$ cat src/sv/lpbd_pkg.sv
`timescale 1ns / 1ps
package lpbd_pkg;

  // Default sizes of the directory.
  localparam int NumFramesDef = 16;
  localparam int PageBitsDef  = 24;

  // Request kinds.
  localparam logic [2:0] KIND_FIX     = 3'd0;
  localparam logic [2:0] KIND_FIX_NEW = 3'd1;
  localparam logic [2:0] KIND_MARK    = 3'd2;
  localparam logic [2:0] KIND_UNFIX   = 3'd3;
  localparam logic [2:0] KIND_FLUSH   = 3'd4;

  // Flash operation codes.
  localparam logic [1:0] OP_NONE    = 2'd0;
  localparam logic [1:0] OP_READ    = 2'd1;
  localparam logic [1:0] OP_WB      = 2'd2;
  localparam logic [1:0] OP_RELEASE = 2'd3;

  // Sequencer states.
  typedef enum logic [3:0] {
    S_IDLE,
    S_SCAN,
    S_RESOLVE,
    S_WB,
    S_PLACE,
    S_MARK,
    S_FCOUNT,
    S_FEMIT,
    S_ONE
  } lpbd_state_e;

  // One result as shown on the output ports.
  typedef struct packed {
    logic [5:0]  frame;
    logic        hit;
    logic [1:0]  op;
    logic [23:0] page;
    logic        last;
  } lpbd_result_t;

endpackage

$ cat src/sv/lpbd_page_ram.sv
`timescale 1ns / 1ps
module lpbd_page_ram #(
  parameter int DEPTH = 16,
  parameter int AW    = 4,
  parameter int DW    = 24
) (
  input  logic          clk_i,
  input  logic          we_i,
  input  logic [AW-1:0] waddr_i,
  input  logic [DW-1:0] wdata_i,
  input  logic [AW-1:0] raddr_i,
  output logic [DW-1:0] rdata_o
);

  logic [DW-1:0] mem [DEPTH];
  logic [DW-1:0] rdata_q;

  // One write port and one registered read port.
  always_ff @(posedge clk_i) begin
    if (we_i) begin
      mem[waddr_i] <= wdata_i;
    end
    rdata_q <= mem[raddr_i];
  end

  assign rdata_o = rdata_q;

endmodule

$ cat src/sv/lru_page_buffer_directory.sv
`timescale 1ns / 1ps
// A fix, fix new or unfix walks all frames through the single read port of the page memory
// before it resolves; a fix or fix new miss adds a placement step, a dirty victim a write-back
// step before it. A flush walks the frames once to find dirty ones and, if any, once more to
// emit their write-backs; mark dirty and unknown kinds do not walk the frames. Requests are
// taken only while busy is low. Results are strobed for one cycle, the receiver cannot stall
// them; reset (rst_ni low, async) clears the control state, frame table and counters.
module lru_page_buffer_directory #(
  parameter int NUM_FRAMES = lpbd_pkg::NumFramesDef,
  parameter int PAGE_BITS  = lpbd_pkg::PageBitsDef
) (
  input  logic        clk_i,
  input  logic        rst_ni,
  input  logic        start,
  output logic        busy,
  input  logic [2:0]  kind_i,
  input  logic [23:0] page_i,
  input  logic [5:0]  frame_i,
  output logic        valid_o,
  output logic [5:0]  frame_out_o,
  output logic        hit_o,
  output logic [1:0]  flash_op_o,
  output logic [23:0] flash_page_o,
  output logic        last_o,
  output logic [31:0] hit_count_o,
  output logic [31:0] access_count_o,
  output logic [31:0] read_count_o,
  output logic [31:0] write_count_o
);
  import lpbd_pkg::*;

  localparam int FW = $clog2(NUM_FRAMES);
  localparam logic [FW:0] CntLast = (FW + 1)'(NUM_FRAMES);
  localparam logic [6:0]  NumFr7  = 7'(NUM_FRAMES);

  function automatic logic [5:0] f6(input logic [FW-1:0] x);
    logic [FW+5:0] t;
    t = {6'd0, x};
    return t[5:0];
  endfunction

  function automatic logic [23:0] p24(input logic [PAGE_BITS-1:0] x);
    logic [PAGE_BITS+23:0] t;
    t = {24'd0, x};
    return t[23:0];
  endfunction

  lpbd_state_e state_q, state_d;

  logic [2:0]           kind_q;
  logic [PAGE_BITS-1:0] pg_q, pg_in, rdata;
  logic [PAGE_BITS+23:0] pg_ext;
  logic [5:0]           fr_q;
  logic [FW:0]          cnt_q, cnt_m1;
  logic [FW-1:0]        ev_idx;
  logic                 found_q, free_found_q, any_q;
  logic [FW-1:0]        hitf_q, free_q, vict_q, tgt_q, lastd_q;
  logic [FW-1:0]        best_q;
  logic [NUM_FRAMES-1:0] valid_q, dirty_q;
  logic [FW-1:0]        rank_q [NUM_FRAMES];
  logic [31:0]          hits_q, acc_q, reads_q, writes_q;

  logic                 ram_we;
  logic [FW-1:0]        ram_raddr;
  logic                 touch_en;
  logic [FW-1:0]        touch_f;
  logic [FW:0]          touch_old;
  logic                 emit;
  lpbd_result_t         emit_res, res_q;
  logic                 res_valid_q;
  logic                 mark_ok, victim_dirty;

  assign pg_ext = {{PAGE_BITS{1'b0}}, page_i};
  assign pg_in  = pg_ext[PAGE_BITS-1:0];
  assign cnt_m1 = cnt_q - 1'b1;
  assign ev_idx = cnt_m1[FW-1:0];
  assign mark_ok = ({1'b0, fr_q} < NumFr7) && valid_q[fr_q[FW-1:0]];
  assign victim_dirty = !free_found_q && dirty_q[vict_q];
  assign busy = (state_q != S_IDLE);

  lpbd_page_ram #(
    .DEPTH(NUM_FRAMES),
    .AW   (FW),
    .DW   (PAGE_BITS)
  ) u_ram (
    .clk_i  (clk_i),
    .we_i   (ram_we),
    .waddr_i(tgt_q),
    .wdata_i(pg_q),
    .raddr_i(ram_raddr),
    .rdata_o(rdata)
  );

  // Next state.
  always_comb begin
    state_d = state_q;
    case (state_q)
      S_IDLE: begin
        if (start) begin
          case (kind_i)
            KIND_FIX, KIND_FIX_NEW, KIND_UNFIX: state_d = S_SCAN;
            KIND_MARK:  state_d = S_MARK;
            KIND_FLUSH: state_d = S_FCOUNT;
            default:    state_d = S_ONE;
          endcase
        end
      end
      S_SCAN: if (cnt_q == CntLast) state_d = S_RESOLVE;
      S_RESOLVE: begin
        if (kind_q == KIND_UNFIX || found_q) state_d = S_IDLE;
        else if (victim_dirty) state_d = S_WB;
        else state_d = S_PLACE;
      end
      S_WB:    state_d = S_PLACE;
      S_FCOUNT: if (cnt_q == CntLast) state_d = any_q ? S_FEMIT : S_IDLE;
      S_FEMIT:  if (cnt_q == CntLast) state_d = S_IDLE;
      default: state_d = S_IDLE;
    endcase
  end

  // Outputs of the sequencer: memory control, recency update and results.
  always_comb begin
    ram_we    = 1'b0;
    ram_raddr = cnt_q[FW-1:0];
    touch_en  = 1'b0;
    touch_f   = tgt_q;
    emit      = 1'b0;
    emit_res  = '0;
    emit_res.last = 1'b1;
    case (state_q)
      S_IDLE: ram_raddr = frame_i[FW-1:0];
      S_RESOLVE: begin
        ram_raddr = vict_q;
        if (kind_q == KIND_UNFIX) begin
          emit = 1'b1;
          emit_res.frame = found_q ? f6(hitf_q) : 6'd0;
          emit_res.op    = OP_RELEASE;
          emit_res.page  = p24(pg_q);
        end else if (found_q) begin
          emit = 1'b1;
          touch_en = 1'b1;
          touch_f  = hitf_q;
          emit_res.frame = f6(hitf_q);
          emit_res.hit   = 1'b1;
          emit_res.page  = p24(pg_q);
        end
      end
      S_WB: begin
        emit = 1'b1;
        emit_res.frame = f6(vict_q);
        emit_res.op    = OP_WB;
        emit_res.page  = p24(rdata);
        emit_res.last  = 1'b0;
      end
      S_PLACE: begin
        ram_we   = 1'b1;
        touch_en = 1'b1;
        emit     = 1'b1;
        emit_res.frame = f6(tgt_q);
        emit_res.op    = (kind_q == KIND_FIX) ? OP_READ : OP_NONE;
        emit_res.page  = p24(pg_q);
      end
      S_MARK: begin
        emit = 1'b1;
        emit_res.frame = fr_q;
        emit_res.page  = mark_ok ? p24(rdata) : 24'd0;
      end
      S_FCOUNT: emit = (cnt_q == CntLast) && !any_q;
      S_FEMIT: begin
        if (cnt_q != '0 && valid_q[ev_idx] && dirty_q[ev_idx]) begin
          emit = 1'b1;
          emit_res.frame = f6(ev_idx);
          emit_res.op    = OP_WB;
          emit_res.page  = p24(rdata);
          emit_res.last  = (ev_idx == lastd_q);
        end
      end
      S_ONE: emit = 1'b1;
      default: ;
    endcase
  end

  assign touch_old = valid_q[touch_f] ? {1'b0, rank_q[touch_f]} : CntLast;

  // Control state, frame table and counters.
  always_ff @(posedge clk_i or negedge rst_ni) begin
    if (!rst_ni) begin
      state_q      <= S_IDLE;
      cnt_q        <= '0;
      valid_q      <= '0;
      dirty_q      <= '0;
      for (int i = 0; i < NUM_FRAMES; i++) rank_q[i] <= '0;
      hits_q       <= '0;
      acc_q        <= '0;
      reads_q      <= '0;
      writes_q     <= '0;
      res_valid_q  <= 1'b0;
      found_q      <= 1'b0;
      free_found_q <= 1'b0;
      any_q        <= 1'b0;
      kind_q       <= '0;
      pg_q         <= '0;
      fr_q         <= '0;
      best_q       <= '0;
      vict_q       <= '0;
      hitf_q       <= '0;
      free_q       <= '0;
      tgt_q        <= '0;
      lastd_q      <= '0;
    end else begin
      state_q     <= state_d;
      res_valid_q <= emit;

      // Recency update: frames more recent than the touched one age by one.
      if (touch_en) begin
        for (int i = 0; i < NUM_FRAMES; i++) begin
          if (FW'(i) != touch_f && valid_q[i] && {1'b0, rank_q[i]} < touch_old) begin
            rank_q[i] <= rank_q[i] + 1'b1;
          end
        end
        rank_q[touch_f] <= '0;
      end

      case (state_q)
        S_IDLE: begin
          cnt_q        <= '0;
          found_q      <= 1'b0;
          free_found_q <= 1'b0;
          any_q        <= 1'b0;
          best_q       <= '0;
          vict_q       <= '0;
          kind_q       <= kind_i;
          pg_q         <= pg_in;
          fr_q         <= frame_i;
        end
        S_SCAN: begin
          cnt_q <= cnt_q + 1'b1;
          if (cnt_q != '0) begin
            if (!found_q && valid_q[ev_idx] && rdata == pg_q) begin
              found_q <= 1'b1;
              hitf_q  <= ev_idx;
            end
            if (!free_found_q && !valid_q[ev_idx]) begin
              free_found_q <= 1'b1;
              free_q       <= ev_idx;
            end
            if (rank_q[ev_idx] >= best_q) begin
              best_q <= rank_q[ev_idx];
              vict_q <= ev_idx;
            end
          end
        end
        S_RESOLVE: begin
          tgt_q <= free_found_q ? free_q : vict_q;
          if (kind_q == KIND_UNFIX) begin
            if (found_q) dirty_q[hitf_q] <= 1'b0;
          end else begin
            if (kind_q == KIND_FIX) begin
              acc_q <= acc_q + 1'b1;
              if (found_q) hits_q <= hits_q + 1'b1;
              else reads_q <= reads_q + 1'b1;
            end
            if (!found_q && victim_dirty) writes_q <= writes_q + 1'b1;
          end
        end
        S_PLACE: begin
          valid_q[tgt_q] <= 1'b1;
          dirty_q[tgt_q] <= 1'b0;
        end
        S_MARK: if (mark_ok) dirty_q[fr_q[FW-1:0]] <= 1'b1;
        S_FCOUNT: begin
          if (cnt_q == CntLast) begin
            cnt_q <= '0;
          end else begin
            cnt_q <= cnt_q + 1'b1;
            if (valid_q[cnt_q[FW-1:0]] && dirty_q[cnt_q[FW-1:0]]) begin
              any_q    <= 1'b1;
              lastd_q  <= cnt_q[FW-1:0];
              writes_q <= writes_q + 1'b1;
            end
          end
        end
        S_FEMIT: cnt_q <= cnt_q + 1'b1;
        default: ;
      endcase
    end
  end

  // Result register.
  always_ff @(posedge clk_i) begin
    if (emit) res_q <= emit_res;
  end

  assign valid_o        = res_valid_q;
  assign frame_out_o    = res_q.frame;
  assign hit_o          = res_q.hit;
  assign flash_op_o     = res_q.op;
  assign flash_page_o   = res_q.page;
  assign last_o         = res_q.last;
  assign hit_count_o    = hits_q;
  assign access_count_o = acc_q;
  assign read_count_o   = reads_q;
  assign write_count_o  = writes_q;

endmodule

$ cat config.mk
export PLATFORM = sky130hd
export DESIGN_NAME = lru_page_buffer_directory
export DESIGN_NICKNAME = d
export VERILOG_FILES = /design/src/sv/lpbd_pkg.sv /design/src/sv/lpbd_page_ram.sv /design/src/sv/lru_page_buffer_directory.sv
export SDC_FILE = /design/constraint.sdc
export NUM_CORES = 1
export LEC_CHECK = 0
export BUFFER_PORTS_ARGS = -buffer_cell sky130_fd_sc_hd__buf_2
export CAP_MARGIN = 20
export CORE_MARGIN = 2
export CORE_UTILIZATION = 30
export CTS_CLUSTER_SIZE = 10
export DETAILED_ROUTE_END_ITERATION = 8
export SLEW_MARGIN = 20
export SYNTH_ARGS = -nofsm -noshare
export SYNTH_HDL_FRONTEND = slang
export SYNTH_SLANG_ARGS = --single-unit
$ cat constraint.sdc
create_clock -name clk_i -period 7 [get_ports clk_i]
set_clock_uncertainty 0.05 [all_clocks]
set_input_delay 0.7 -clock clk_i [delete_from_list [all_inputs] [get_ports clk_i]]
set_output_delay 0.7 -clock clk_i [all_outputs]
set_load 0.005 [all_outputs]
==> Yosys cells after proc, flatten, opt, wreduce, memory -nomap -nowiden <==
Memory sizes are Yosys's and may differ from the RTL's. A register that Yosys moved wholly into a read port is not among the register bits.
Cells that the tools add are included.
{ "totals": {"reg_bits": 328, "latch_bits": 0, "mem_bits_rw": 384, "mem_bits_ro": 0, "input_bits": 36, "out_inout_bits": 164, "wordCells": 359, "n_memories": 1} }
{ "mem_list": {"columns": ["name", "depth", "word_bits", "rd", "rd_ports_with_merged_regs", "write_ports", "line_no", "source"], "rows": [
  ["u_ram.mem", 16, 24, 1, 1, 1, "lpbd_page_ram.sv:15", "logic [DW-1:0] mem [DEPTH];"]
]} }
{ "op_classes": {"addsub": 22, "multipliers": 0, "div": 0, "magnitude_cmp": 31, "eq_ne": 46, "shifts": 0, "muxes": 124, "bitwise_logic": 14, "n_reduce_logical": 79} }
{ "ops": {"columns": ["cell", "count"], "rows": [
  ["2-to-1 mux 4 bit", 52],
  ["adder 32 x 1 -> 32 bit (second input constant)", 4],
  ["2-to-1 mux 32 bit", 4],
  ["one-hot mux 24 bit (5 select lines)", 1],
  ["less-than comparator 4 x 5 -> 1 bit", 16],
  ["2-to-1 mux 24 bit", 3],
  ["adder 4 x 1 -> 4 bit (second input constant)", 16],
  ["bitwise AND 64 bit", 1],
  ["inverter 64 bit", 1],
  ["one-hot mux 32 bit (2 select lines)", 1],
  ["2-to-1 mux 16 bit", 3],
  ["one-hot mux 16 bit (3 select lines)", 1],
  ["logical AND 1 bit", 46],
  ["less-than comparator 4 x 5 -> 1 bit (second input constant)", 7],
  ["bitwise AND 16 bit", 2],
  ["binary-select mux 4 bit (select 4 bit)", 2],
  ["!= test 4 bit (first input constant)", 8],
  ["inverter 16 bit", 2],
  ["OR 16 bit", 2],
  ["!= test 2 bit (second input constant)", 15],
  ["one-hot mux 6 bit (5 select lines)", 1],
  ["binary-select mux 1 bit (select 4 bit)", 7],
  ["2-to-1 mux 27 bit", 1],
  ["== test 24 bit", 1],
  ["48 further kinds", 119]
]} }

==> Longest topological paths before layout <==
{ "depth": {"ltp_word": 13, "depth_mapped": 23, "ltp_nobuf": 16} }

==> Modules after synthesis <==
Synthesis repeated with hierarchy kept, for this count alone.
{ "hier_totals": {"hier_cells": 2468, "hier_area_um2": 33367.0} }
{ "modules_own_cells": {"columns": ["mod", "instances", "cells_each", "area_per_inst_um2", "seq_area_each_um2"], "rows": [
  ["lru_page_buffer_directory", 1, 1832, 18436.4, 8378.0],
  ["lpbd_page_ram", 1, 636, 14930.6, 12011.5]
]} }

==> Worst setup path before layout <==
Ideal clock, no wire load.
{ "synth_timing": {"kind": "reg2reg", "startpoint": "register cnt_q[0]", "endpoint": "register best_q[1]", "setup_ns": 0.136, "arrival_ns": 5.029, "required_time_ns": 6.814, "setup_slack_ns": 1.785, "path_stages_with_launch": 21, "n_path_buf": 7, "synth_period_minus_slack_ns": 5.215, "cell_sequence": "dfrtp_1 -> buf_2 -> clkbuf_1 -> buf_1 -> clkbuf_1 -> inv_1 -> ha_1 -> buf_1 -> clkbuf_1 -> mux4_2 -> mux4_2 -> inv_1 -> ha_1 -> nand2b_1 -> a21o_1 -> a21o_1 -> a21oi_1 -> o21ai_0 -> nand2_1 -> clkbuf_1 -> o21ai_0"} }
{ "synth_via": {"elab_chain_cells": 8, "elab_cells_between_ends": 13, "classes_between": "add/sub: 1; order compare: 1; eq/ne: 2; mux: 6; bitwise: 1; reduce/logical: 2"} }
{ "synth_rtl": {"columns": ["element", "line_no", "source"], "rows": [
  ["from (decl)", "lru_page_buffer_directory.sv:54", "logic [FW:0] cnt_q, cnt_m1;"],
  ["from (signal assigned)", "lru_page_buffer_directory.sv:237", "cnt_q <= cnt_q + 1'b1;"],
  ["from (signal assigned)", "lru_page_buffer_directory.sv:275", "cnt_q <= cnt_q + 1'b1;"],
  ["from (signal assigned)", "lru_page_buffer_directory.sv:283", "S_FEMIT: cnt_q <= cnt_q + 1'b1;"],
  ["subtractor 4 x 1 -> 4 bit (*)", "lru_page_buffer_directory.sv:75", "assign cnt_m1 = cnt_q - 1'b1;"],
  ["via cnt_m1[0]", "lru_page_buffer_directory.sv:54", null],
  ["inverter 4 -> 5 bit (implied by the code) (*)", "lru_page_buffer_directory.sv:247, lru_page_buffer_directory.sv:248", null],
  ["binary-select mux 4 bit (select 4 bit) (*)", "lru_page_buffer_directory.sv:247, lru_page_buffer_directory.sv:248", null],
  ["2-to-1 mux 4 bit (implied by the code) (*) (2 in a row)", "lru_page_buffer_directory.sv:247, lru_page_buffer_directory.sv:248", null],
  ["greater-or-equal comparator 4 bit / 2-to-1 mux 4 bit (equally long branches)", "lru_page_buffer_directory.sv:247", "if (rank_q[ev_idx] >= best_q) begin"],
  ["!= test 2 bit (no line) / 2-to-1 mux 4 bit (equally long branches)", null, null],
  ["AND reduction 3 bit (no line) / one-hot mux 4 bit (2 select lines) (equally long branches)", null, null],
  ["to (signal assigned)", "lru_page_buffer_directory.sv:248", "best_q <= rank_q[ev_idx];"],
  ["to (decl)", "lru_page_buffer_directory.sv:58", "logic [FW-1:0] best_q;"]
]} }
Mark *: on every way through the listed nets, which the timed path passes. The rest lies on a longest branch. The select of a mux whose other input is x is not followed.
A chain may end at the register's enable or synchronous reset.

==> Final worst setup path <==
{ "layout_timing": {"startpoint": "register state_q[2]", "endpoint": "register rank_q[11] (netlist name)"} }
{ "layout_via": {"elab_chain_cells": 12, "elab_cells_between_ends": 24, "classes_between": "order compare: 3; eq/ne: 3; mux: 12; bitwise: 3; reduce/logical: 3"} }
{ "layout_rtl": {"columns": ["element", "line_no", "source"], "rows": [
  ["from (decl)", "lru_page_buffer_directory.sv:48", "lpbd_state_e state_q, state_d;"],
  ["from (signal assigned)", "lru_page_buffer_directory.sv:211", "state_q <= state_d;"],
  ["== test 4 x 2 -> 1 bit", "lru_page_buffer_directory.sv:130", "case (state_q)"],
  ["2-to-1 mux 4 bit", "lru_page_buffer_directory.sv:130", null],
  ["inverter 4 -> 5 bit (implied by the code)", "lru_page_buffer_directory.sv:183, lru_page_buffer_directory.sv:221", null],
  ["binary-select mux 4 bit (select 4 bit)", "lru_page_buffer_directory.sv:183", "assign touch_old = valid_q[touch_f] ? {1'b0, rank_q[touch_f]} : CntLast;"],
  ["2-to-1 mux 4 bit (implied by the code) (2 in a row)", "lru_page_buffer_directory.sv:183", null],
  ["2-to-1 mux 5 bit", "lru_page_buffer_directory.sv:183", null],
  ["less-than comparator 4 x 5 -> 1 bit", "lru_page_buffer_directory.sv:217", "if (FW'(i) != touch_f && valid_q[i] && {1'b0, rank_q[i]} < touch_old) begin"],
  ["logical AND 1 bit", "lru_page_buffer_directory.sv:217", null],
  ["2-to-1 mux 4 bit", "lru_page_buffer_directory.sv:217", null],
  ["2-to-1 mux 4 bit", "lru_page_buffer_directory.sv:215", "if (touch_en) begin"],
  ["bitwise AND 64 bit (no line)", null, null],
  ["to (signal, indexed assignment)", "lru_page_buffer_directory.sv:218", "rank_q[i] <= rank_q[i] + 1'b1;"],
  ["to (decl)", "lru_page_buffer_directory.sv:60", "logic [FW-1:0] rank_q [NUM_FRAMES];"]
]} }
Several ways; a longest one is shown, not always the timed one. The select of a mux whose other input is x is not followed.

==> qor.txt <==
Setup CP Type = reg2reg
Avg WL per Cell = 21.2 um
Clock power frac = 0.263
Cell Area, Placed = 0.0367 mm^2
post-place setup slack = 0.977 ns
Avg Cell Area, Syn = 13.4 um^2
max-slew violations = 0
largest net degree at the start of global routing = 179
number of flops mapped to enable cells by yosys = 418
Worst-Margin Slew = 1.13 ns
initial antenna violation count = 6
io pins = 200
GRT Residual Overflow = 0
Synth Instances = 2526
Final Routed Wirelength = 91.2 mm
PostCTS Resize Cnt = 0
setup_tns = 0 ns
hold buffers post-CTS = 1
status = completed
final worst-path cycle share = 0.873
NetSw = 0.00563 W
Starting Density = 0.301
Yosys cell types = 84
H-tree depth = 3
Die Y = 339 um
post-synth top area cell = edfxtp_1
Worst EP arrival = 6.63 ns
FF+latch count, synth = 736
hold slack = 0.203 ns
DR iter-0 viols = 1826
Clock Latency Late Sink = 0.64 ns
CTS Sinks = 736
final instance area = 0.0393 mm^2
vias in the first global route = 21.8k
Switching Share = 0.361
Clk pin slew, worst setup/hold paths = 0.06 ns
final core utilization = 0.351
core area = 0.112 mm^2
Logic pwr share = 0.337
Fmax = 164 MHz
CP Launch Type = register
worst ir drop on vdd = 0.529 mV
max_cap viols = 0
die area = 0.115 mm^2
Warnings, synthesis = 0
Pwr per Cell Area = 397 mW/mm^2
Hold Fails Final Rpt = 0
Area growth syn-to-layout = 16.4%
HPWL Detailed = 57.7 mm
Setup crit end kind = register
Worst Path Max Fanout = 25
Worst Hold Class = in2reg
Routed Antenna Nets = 0
Synth Net Count = 2637
share of layout cells above drive strength 1 = 0.200
top cells by area, synth = edfxtp_1, dfrtp_1, mux4_2
first-pass GRT wire length = 139 mm
PnR worst setup slack = 0.892 ns
row count = 123
Pint = 0.00997 W
post-CTS setup buffers = 0
GRT Util Overall = 0.157
Slew headroom = 0.249
final setup fails = 0
drt first pass iters = 6
Final nets = 2851
Period minus WS final = 6.11 ns
Clock Tree Buf Depth = 3
Static Leak = 15.1 nW
Synth top area share = 0.372
RSZ-0062 raised after global routing = no
GPL Wtd Cong = 0.895
DRC = 0
CTS Root Cell = clkbuf_16
Vias per Instance = 5.12
TritonCTS clock tree = yes
Worst Path Required = 7.52 ns
most used flip-flop cell after synthesis = edfxtp_1
share of async-settable or async-resettable flops after synthesis = 0.399
mapped cell area = 0.0338 mm^2
detailed-route via count = 22.1k
register area share after synthesis = 0.604
Chip Width = 339 um
# port buffers = 199
Num CTS Buffers = 86
Flop pwr share = 0.400
## cells in the final DEF (no fill, tap or decap), types with 9 or more instances in the layout
| cell | n |
|---|---|
| or3_1 | 15 |
| a21o_1 | 14 |
| or2_2 | 12 |
| dfrtp_1 | 293 |
| inv_1 | 61 |
| nand2_1 | 302 |
| clkbuf_16 | 86 |
| nor2_1 | 94 |
| dfxtp_1 | 24 |
| ha_1 | 75 |
| xnor2_1 | 134 |
| o211ai_1 | 17 |
| buf_4 | 41 |
| nor2b_1 | 33 |
| buf_2 | 198 |
| clkbuf_1 | 53 |
| xor2_1 | 35 |
| a22o_1 | 25 |
| a21oi_1 | 91 |
| edfxtp_1 | 418 |
| o22ai_1 | 15 |
| a31oi_1 | 24 |
| and2_1 | 10 |
| a211oi_1 | 29 |
| and3_1 | 50 |
| mux2i_1 | 49 |
| nor2_4 | 12 |
| a311oi_1 | 9 |
| nor3_1 | 29 |
| nand2b_1 | 19 |
| o21ai_0 | 77 |
| nand3_1 | 99 |
| nand4_1 | 37 |
| mux2_2 | 13 |
| o31ai_1 | 13 |
| mux4_2 | 136 |
## registers in the layout, indices dropped and copies added (netlist names), 24 cells and up
| signal | flops |
|---|---|
| u_ram.mem | 384 |
| access_count_o | 32 |
| flash_page_o | 24 |
| hit_count_o | 32 |
| rank_q | 64 |
| read_count_o | 32 |
| write_count_o | 32 |
| u_ram.rdata_o | 24 |
| pg_q | 24 |
## kinds of logic after synthesis
logic type               after synthesis  synth area share
AND/OR/NAND/NOR                      753             0.106
XOR/XNOR                             169            0.0439
multiplexers                         198             0.110
adder cells (fa/ha/maj)               75            0.0278
AO/OA/AOI/OAI                        413            0.0862
flip-flops                           736             0.604
buffers and inverters                182            0.0219
## through the flow
stage | std cells | power [W]
3_5_place_dp | 4148 | 0.0116
5_1_grt | 4310 | 0.0164
4_1_cts | 4303 | 0.0157
6_report | 4310 | 0.0156
2_1_floorplan | 2526 | 0.00981
3_3_place_gp | 4147 | 0.0115
## worst max-delay path, stage by stage, from the launching register on
cell and delay [ns]:
dfrtp_1 0.58, or4b_1 0.93, o31ai_4 0.71, and2_1 0.78, nand2_1 0.11, and3_1 0.20
a311oi_1 0.27, a311oi_1 0.09, a211o_1 0.60, ha_1 0.45, and3_1 0.20, a221oi_2 0.28
o2111ai_2 0.22, or3_1 0.40, a21oi_1 0.15
## power groups by stage
stage,clock [W],combinational (W),sequential (W)
after floorplan,0,0.00391,0.00590
after global placement,0,0.00520,0.00628
after detailed placement,0,0.00526,0.00630
after CTS,0.00421,0.00527,0.00622
after global routing,0.00438,0.00575,0.00632
final,0.00411,0.00526,0.00624
## area by class of cell
class	instances	area (um^2)
fill	10900	72700
sequential	736	20400
multi-input combinational	1608	12800
clock buffer	142	2390
tap	1500	1880
timing repair buffer	246	1450
inverter	62	233
clock inverter	12	150
antenna	4	10.0
## worst paths after layout
check                                             from                          end  slack, ns  depth (start not counted)
max                             state_q[2]$_DFFE_PN0P_       rank_q[11]$_DFFE_PN0P_       0.89                         14
min                                         page_i[11]         pg_q[11]$_DFFE_PN0P_       0.20                          3
max reg2reg                     state_q[2]$_DFFE_PN0P_       rank_q[11]$_DFFE_PN0P_       0.89                         14
min reg2reg                hit_count_o[31]$_DFFE_PN0P_  hit_count_o[31]$_DFFE_PN0P_       0.42                          1
max in group asynchronous                       rst_ni         cnt_q[0]$_DFFE_PN0P_       4.87                          4
min in group asynchronous                       rst_ni       rank_q[16]$_DFFE_PN0P_       0.59                          2
## routing by layer
layer / share of wire / global-route usage / vias to the layer above
li1: - / - / 9968
met1: 0.43 / 0.211 / 11200
met2: 0.48 / 0.255 / 760
met3: 0.064 / 0.0270 / 143
met4: 0.027 / 0.0550 / 0
met5: 0 / 0 / -
## synthesized netlist by cell type (8+ instances only)
| cell | n |
|---|---|
| mux4_2 | 136 |
| mux2i_1 | 49 |
| o221ai_1 | 8 |
| nor2b_1 | 33 |
| and3_1 | 50 |
| o31ai_1 | 13 |
| dfrtp_1 | 294 |
| xor2_1 | 35 |
| inv_1 | 62 |
| o21ai_0 | 78 |
| xnor2_1 | 134 |
| o211ai_1 | 17 |
| a21oi_1 | 91 |
| and2_1 | 10 |
| o21ai_1 | 10 |
| a31oi_1 | 25 |
| a311oi_1 | 9 |
| edfxtp_1 | 418 |
| nand2_1 | 302 |
| or3_1 | 15 |
| or2_2 | 12 |
| nand3_1 | 100 |
| ha_1 | 75 |
| nand2b_1 | 19 |
| nor4_1 | 9 |
| o22ai_1 | 15 |
| buf_1 | 18 |
| clkbuf_1 | 86 |
| a211oi_1 | 29 |
| nor3_1 | 32 |
| a21o_1 | 14 |
| dfxtp_1 | 24 |
| a22o_1 | 25 |
| mux2_2 | 13 |
| nor2_1 | 107 |
| nand4_1 | 37 |
(Power assumes the default switching activity.)
